[src/hdl/ssl_pkg.sv]
// ----------------------------------------------------------------------------
// ssl_pkg
// Shared types and constants for the streaming substring locator.
// ----------------------------------------------------------------------------
package ssl_pkg;

  // Sizes
  localparam int PATTERN_MAX_DEF = 8;
  localparam int BYTE_W          = 8;
  localparam int LINE_W          = 24;
  localparam int COL_W           = 16;
  localparam int PAT_W           = 64;
  localparam int LEN_W           = 4;
  localparam int CFG_W           = 64;
  localparam int CFG_IDX_W       = 2;

  // Saturation limits and special bytes
  localparam logic [LINE_W-1:0] LINE_MAX     = '1;
  localparam logic [COL_W-1:0]  COL_MAX      = '1;
  localparam logic [BYTE_W-1:0] NEWLINE_BYTE = 8'h0A;

  // Configuration register indexes
  typedef enum logic [CFG_IDX_W-1:0] {
    CFG_PATTERN_BYTES  = 2'd0,
    CFG_PATTERN_LENGTH = 2'd1
  } cfg_idx_t;

  // Request payload
  typedef struct packed {
    logic [BYTE_W-1:0] text_byte;
    logic              file_start;
  } in_t;

  // Result payload
  typedef struct packed {
    logic [LINE_W-1:0] match_line;
    logic [COL_W-1:0]  match_column;
  } out_t;

  // Match status from the window to the top level
  typedef struct packed {
    logic              hit;
    logic [LINE_W-1:0] line;
    logic [COL_W-1:0]  column;
  } match_t;

endpackage

[src/hdl/ssl_window.sv]
// ----------------------------------------------------------------------------
// ssl_window
// Sliding window of the last bytes with their line/column tags, the line and
// column counters, and the combinational pattern compare.
// ----------------------------------------------------------------------------
module ssl_window #(
  parameter int PATTERN_MAX = ssl_pkg::PATTERN_MAX_DEF
) (
  input  logic                        clk,
  input  logic                        rst_n,
  input  logic                        take,
  input  ssl_pkg::in_t                in_item,
  input  logic [ssl_pkg::PAT_W-1:0]   pat_bytes,
  input  logic [ssl_pkg::LEN_W-1:0]   pat_len,
  output ssl_pkg::match_t             match
);

  localparam int IDX_W  = (PATTERN_MAX > 1) ? $clog2(PATTERN_MAX) : 1;
  localparam int FILL_W = $clog2(PATTERN_MAX + 1);
  localparam logic [ssl_pkg::LEN_W-1:0] LEN_CAP = ssl_pkg::LEN_W'(PATTERN_MAX);
  localparam logic [FILL_W-1:0]         FILL_CAP = FILL_W'(PATTERN_MAX);

  // Window storage, index 0 holds the newest byte
  logic [ssl_pkg::BYTE_W-1:0] text_r   [PATTERN_MAX];
  logic [ssl_pkg::LINE_W-1:0] line_r   [PATTERN_MAX];
  logic [ssl_pkg::COL_W-1:0]  col_r    [PATTERN_MAX];
  logic [ssl_pkg::BYTE_W-1:0] text_nxt [PATTERN_MAX];
  logic [ssl_pkg::LINE_W-1:0] line_nxt [PATTERN_MAX];
  logic [ssl_pkg::COL_W-1:0]  col_nxt  [PATTERN_MAX];

  logic [FILL_W-1:0]          fill_r, fill_nxt, fill_base;
  logic [ssl_pkg::LINE_W-1:0] line_cnt_r, line_cnt_nxt, line_base;
  logic [ssl_pkg::COL_W-1:0]  col_cnt_r, col_cnt_nxt, col_base, col_cur;

  logic [ssl_pkg::LEN_W-1:0]  len_eff;
  logic [IDX_W-1:0]           first_idx;
  logic                       bytes_eq;

  // Next window and counters; a file start empties the window first
  always_comb begin
    fill_base = in_item.file_start ? '0 : fill_r;
    line_base = in_item.file_start ? ssl_pkg::LINE_W'(1) : line_cnt_r;
    col_base  = in_item.file_start ? '0 : col_cnt_r;
    col_cur   = (col_base < ssl_pkg::COL_MAX) ? col_base + 1'b1 : ssl_pkg::COL_MAX;

    text_nxt[0] = in_item.text_byte;
    line_nxt[0] = line_base;
    col_nxt[0]  = col_cur;
    for (int k = 1; k < PATTERN_MAX; k++) begin
      text_nxt[k] = text_r[k-1];
      line_nxt[k] = line_r[k-1];
      col_nxt[k]  = col_r[k-1];
    end

    fill_nxt = (fill_base < FILL_CAP) ? fill_base + 1'b1 : fill_base;

    if (in_item.text_byte == ssl_pkg::NEWLINE_BYTE) begin
      line_cnt_nxt = (line_base < ssl_pkg::LINE_MAX) ? line_base + 1'b1 : line_base;
      col_cnt_nxt  = '0;
    end else begin
      line_cnt_nxt = line_base;
      col_cnt_nxt  = col_cur;
    end
  end

  // Pattern compare: pattern byte i against window entry len-1-i
  always_comb begin
    logic [ssl_pkg::LEN_W-1:0] pos;
    len_eff  = (pat_len > LEN_CAP) ? LEN_CAP : pat_len;
    bytes_eq = 1'b1;
    for (int i = 0; i < PATTERN_MAX; i++) begin
      pos = len_eff - 1'b1 - ssl_pkg::LEN_W'(i);
      if (ssl_pkg::LEN_W'(i) < len_eff &&
          text_nxt[pos[IDX_W-1:0]] != pat_bytes[8*i +: 8]) begin
        bytes_eq = 1'b0;
      end
    end
    first_idx    = IDX_W'(len_eff - 1'b1);
    match.hit    = bytes_eq && (len_eff != '0) &&
                   (len_eff <= ssl_pkg::LEN_W'(fill_nxt));
    match.line   = line_nxt[first_idx];
    match.column = col_nxt[first_idx];
  end

  // Window shift, only read below the fill count so no reset needed
  always_ff @(posedge clk) begin
    if (take) begin
      for (int k = 0; k < PATTERN_MAX; k++) begin
        text_r[k] <= text_nxt[k];
        line_r[k] <= line_nxt[k];
        col_r[k]  <= col_nxt[k];
      end
    end
  end

  // Counters
  always_ff @(posedge clk) begin
    if (!rst_n) begin
      fill_r     <= '0;
      line_cnt_r <= ssl_pkg::LINE_W'(1);
      col_cnt_r  <= '0;
    end else if (take) begin
      fill_r     <= fill_nxt;
      line_cnt_r <= line_cnt_nxt;
      col_cnt_r  <= col_cnt_nxt;
    end
  end

endmodule

[src/hdl/streaming_substring_locator.sv]
// ----------------------------------------------------------------------------
// streaming_substring_locator
// Finds every occurrence of a 1..8 byte pattern in a byte stream and reports
// the line and column of each match's first byte.
// ----------------------------------------------------------------------------
// Takes one text byte per clock when the result side is not stalled. The
// window shift, the counter update and the pattern compare sit between the
// input handshake and the output register, so a match appears on out_valid
// the cycle after its last byte is accepted. Overlapping matches are all
// reported. Lines and columns count from 1 and saturate at their field
// maximum; a newline ends its own line. file_start on a byte empties the
// window and restarts the counters before that byte is taken in. Write
// configuration only while idle.
module streaming_substring_locator #(
  parameter int PATTERN_MAX = ssl_pkg::PATTERN_MAX_DEF
) (
  input  logic                          clk,
  input  logic                          rst_n,
  input  logic                          in_valid,
  output logic                          in_ready,
  input  ssl_pkg::in_t                  in_data,
  output logic                          out_valid,
  input  logic                          out_ready,
  output ssl_pkg::out_t                 out_data,
  input  logic                          cfg_we,
  input  logic [ssl_pkg::CFG_IDX_W-1:0] cfg_idx,
  input  logic [ssl_pkg::CFG_W-1:0]     cfg_wdata
);

  logic [ssl_pkg::PAT_W-1:0] pattern_r;
  logic [ssl_pkg::LEN_W-1:0] length_r;
  logic                      out_vld_r, out_vld_nxt;
  ssl_pkg::out_t             out_data_r;
  ssl_pkg::match_t           match;
  logic                      take;

  // Configuration registers
  always_ff @(posedge clk) begin
    if (!rst_n) begin
      pattern_r <= '0;
      length_r  <= ssl_pkg::LEN_W'(1);
    end else if (cfg_we) begin
      unique case (cfg_idx)
        ssl_pkg::CFG_PATTERN_BYTES:  pattern_r <= cfg_wdata[ssl_pkg::PAT_W-1:0];
        ssl_pkg::CFG_PATTERN_LENGTH: length_r  <= cfg_wdata[ssl_pkg::LEN_W-1:0];
        default: ;
      endcase
    end
  end

  // Handshake: accept whenever the output register is free or draining
  assign in_ready = !out_vld_r || out_ready;
  assign take     = in_valid && in_ready;

  ssl_window #(
    .PATTERN_MAX (PATTERN_MAX)
  ) u_window (
    .clk       (clk),
    .rst_n     (rst_n),
    .take      (take),
    .in_item   (in_data),
    .pat_bytes (pattern_r),
    .pat_len   (length_r),
    .match     (match)
  );

  // Result register
  always_comb begin
    if (take)           out_vld_nxt = match.hit;
    else if (out_ready) out_vld_nxt = 1'b0;
    else                out_vld_nxt = out_vld_r;
  end

  always_ff @(posedge clk) begin
    if (!rst_n) begin
      out_vld_r <= 1'b0;
    end else begin
      out_vld_r <= out_vld_nxt;
    end
  end

  always_ff @(posedge clk) begin
    if (take && match.hit) begin
      out_data_r.match_line   <= match.line;
      out_data_r.match_column <= match.column;
    end
  end

  assign out_valid = out_vld_r;
  assign out_data  = out_data_r;

  // Checks
  a_pos_nonzero: assert property (@(posedge clk) disable iff (!rst_n)
    out_vld_r |-> (out_data_r.match_line != '0) && (out_data_r.match_column != '0))
    else $error("match reported at line or column zero");

  a_empty_pattern: assert property (@(posedge clk) disable iff (!rst_n)
    (take && length_r == '0) |=> !out_vld_r)
    else $error("empty pattern produced a match");

  a_file_start: assert property (@(posedge clk) disable iff (!rst_n)
    (take && in_data.file_start && length_r > ssl_pkg::LEN_W'(1)) |=> !out_vld_r)
    else $error("match straddled a file start");

endmodule
[config.mk]
export PLATFORM = sky130hd
export DESIGN_NAME = streaming_substring_locator
export DESIGN_NICKNAME = d
export VERILOG_FILES = /design/src/hdl/ssl_pkg.sv /design/src/hdl/ssl_window.sv /design/src/hdl/streaming_substring_locator.sv
export SDC_FILE = /design/constraint.sdc
export NUM_CORES = 1
export LEC_CHECK = 0
export BUFFER_PORTS_ARGS = -buffer_cell sky130_fd_sc_hd__buf_4
export CAP_MARGIN = 30
export CORE_UTILIZATION = 56
export DETAILED_ROUTE_END_ITERATION = 8
export PLACE_DENSITY = 0.84
export REMOVE_ABC_BUFFERS = 1
export SETUP_SLACK_MARGIN = 0.1
export SYNTH_ARGS = -nofsm -noshare
export SYNTH_HDL_FRONTEND = slang
export SYNTH_SLANG_ARGS = --single-unit
[constraint.sdc]
create_clock -name clk -period 11.55 [get_ports clk]
set_input_delay 1.155 -clock clk [delete_from_list [all_inputs] [get_ports clk]]
set_output_delay 1.155 -clock clk [all_outputs]
set_load 0.02 [all_outputs]
==> flow_summary.yaml <==
cts:
  cts.htree.levels: 2
  cts_tree: "yes"
  post_cts_buffers: 0
  cts_buffer_depth: 3
  cts_resized: 0
  clk_latency_ns: 0.59
  clkTransAtPathRegs_ns: 0.06
  cts_buffers: 49
  cts_sinks: 489
  hold_buffers: 0
  cts-root-buf: "clkbuf_16"
final_layout:
  final_common_cell: "edfxtp_1"
  drive_above_1_share_pct: 20.3
  final_area_um2: 25900
  syn2layout_area_growth_pct: 13.6
  finish.net_count: 1883
  layout_common_cells: "edfxtp_1 (376), nand2_1 (240), buf_4 (139)"
  n_antenna_cell: 0
  utilization_pct: 64.9
grt:
  grt_pass1_vias: 14900
  track_usage_pct: 26.3
  grt_max_degree: 190
  overflow: 0
  grt_pass1_wl_um: 84000
  antenna_found_initial: 1
die:
  core-area_um2: 40000
  rows: 73
  ios: 122
  die_area_um2: 41600
  fp.dieW_um: 204
  start_util_pct: 57.1
  die_h_um: 204
timing:
  final_max_slew_viol_count: 0
  final-setup-viol-count: 0
  worst_pin_slew_ns: 1.05
  finalClockSkew_ns: 0.0185
  finalSetupTns_ns: 0
  period_needed_ns: 6.32
  fmax_mhz: 158
  fin_crit_sh_pct: 54.7
  hold_viol: 0
  rsz0062_at_grt: "false"
  relSlewSlack_pct: 30.0
  setup_slack_ns: 5.23
hold_path:
  hold_start: "u_window.line_r[0][23]$_DFFE_PP_"
  hold_path_class: "flip-flop to flip-flop"
  whs_path_depth: 0
  holdPathEnd: "u_window.line_r[0][47]$_DFFE_PP_"
critical_path:
  critPathKind: "flip-flop to flip-flop"
  crit_path_start: "length_r[1]$_SDFFE_PN0P_"
  critPathRequiredTime_ns: 11.79
  timing.rr.start: "length_r[1]$_SDFFE_PN0P_"
  timing.rr.end: "out_data[22]$_DFFE_PP_"
  reg2reg_depth: 12
  rrSetupSlack_ns: 5.23
  end_kind: "flip-flop"
  worstPathArrival_ns: 6.56
  cp-start-kind: "flip-flop"
  cp_max_fo: 26
logic_synthesis:
  syn_area_um2: 22800
  synthArstFlopShare_pct: 0
  syn_inst: 1705
  yosysSeqAreaShare_pct: 59.3
  ys_top_cells_by_area: "edfxtp_1 (49%), mux4_2 (11%), dfxtp_1 (9.9%)"
  synth.largest_area_cell: "edfxtp_1"
  yosysUniqueCellTypes: 68
  synth-edff-count: 376
  synth-main-ff-cell: "edfxtp_1"
  synth.ff_latch_count: 489
  synth.avg_cell_area_um2: 13.4
  yosys_warnings: 0
  synth_top_area_share_pct: 49.4
pwr:
  power_switching_w: 0.000972
  pwr-share-seq_pct: 49.0
  p_int_w: 0.00320
  irDropWorstVdd_mv: 0.0986
  p_comb_share_pct: 10.6
  swShare_pct: 23.3
  leakagePower_nw: 9.23
  clockPowerShare_pct: 40.4
  p_per_area_nw_per_um2: 161
route:
  dr.pass1.iters: 6
  postRouteAntennaNets: 0
  num_vias: 15000
  avgViaCountPerCell: 6.34
  drc: 0
  drt-total-wl_um: 54100
  drt_iter0_drc: 1497
  avgRoutedWirePerCell_um: 22.9
place:
  hpwl_um: 34100
  finalWeightedCongestion: 0.905
  dp_slack_ns: 5.09
  post_dp_cell_area_um2: 24200
  io_buffers: 121
run_status:
  status: "finished, final reports clean"
job:
  drv_cap: 0
==> state kept, by name (all words and copies together) (netlist names) <==
signal and cells:
length_r 4, u_window.line_cnt_r 24, u_window.col_cnt_r 16, out_valid 1
out_data 40, u_window.text_r 56, u_window.col_r 112, pattern_r 64
u_window.fill_r 4, u_window.line_r 168
==> power groups by stage <==
stage	clock (W)	sequential, W	combinational [W]
final	0.00168	0.00205	0.000442
after global routing	0.00177	0.00205	0.000475
after CTS	0.00171	0.00204	0.000437
after detailed placement	0	0.00208	0.000433
after global placement	0	0.00207	0.000424
after floorplan	0	0.00207	0.000321
==> worst max path at each step <==
stage	to	slack, ns	depth (start not counted)
6_report	out_data[22]$_DFFE_PP_	5.23	12
3_5_place_dp	out_data[36]$_DFFE_PP_	5.09	12
2_1_floorplan	out_data[0]$_DFFE_PP_	-5.92	12
5_1_grt	out_data[38]$_DFFE_PP_	4.86	12
4_1_cts	out_data[22]$_DFFE_PP_	5.07	12
3_3_place_gp	out_data[36]$_DFFE_PP_	5.39	12
==> area by class of cell <==
class / count / area (um2)
clock buffers: 74 / 1510
flip-flops and latches: 489 / 13600
fillers: 2806 / 14100
clock inverters: 17 / 225
well taps: 525 / 657
multi-input cells: 1089 / 8800
repair buffers: 142 / 1120
inverters: 22 / 92.6
==> kinds of logic after synthesis <==
group	after synthesis	share of synthesized area, %
simple gates	504	10.3
flops	489	59.3
mux	235	16.5
compound gates	226	6.55
buf+inv	127	2.31
xor+xnor	114	4.45
fa+ha+maj	10	0.548
==> routing by layer <==
| metal | wire [um] | share of wire [%] | vias to the layer above | global-route usage [%] |
|---|---|---|---|---|
| li1 | - | - | 6615 | - |
| met5 | 12 | 0.022 | - | 0 |
| met4 | 2060 | 3.8 | 2 | 10.7 |
| met3 | 4870 | 9.0 | 145 | 5.47 |
| met2 | 25900 | 48 | 797 | 42.3 |
| met1 | 21300 | 39 | 7402 | 35.0 |
==> Yosys cell counts (all sizes together) (4+ instances only) <==
cell type	count
and2	9
ha	10
a21boi	12
a211oi	7
a221oi	10
or4	4
o21ai	30
a22oi	20
nor2b	37
or3	4
mux2i	104
dfxtp	113
xnor2	53
edfxtp	376
inv	22
nand2	240
and3	14
buf	42
a21oi	75
nor3b	5
mux2	19
o22ai	11
nand2b	22
nor2	86
mux4	112
nand4	13
a31oi	7
clkbuf	63
o221ai	16
nor3	12
nand3	34
xor2	61
o211ai	7
nor4	8
a32oi	4
==> critical path: stages (launching register included) <==
cell	delay, ns
dfxtp_1	0.97
nand2b_1	0.71
inv_2	0.71
ha_2	0.43
inv_2	0.46
buf_4	0.51
mux4_2	0.39
mux2i_1	0.17
xor2_1	0.23
nand3_1	0.08
or4_1	0.53
nor4_2	0.33
buf_4	0.40
==> through the flow <==
stage	cells	hold slack, ns	total power (W)
CTS	2355	0.440	0.00419
finish	2358	0.439	0.00417
detailed placement	2264	0.431	0.00251
global route	2358	0.452	0.00429
global placement	2263	0.422	0.00250
floorplan	1600	0.421	0.00239
Note: power is estimated with default switching activity, not from simulation.
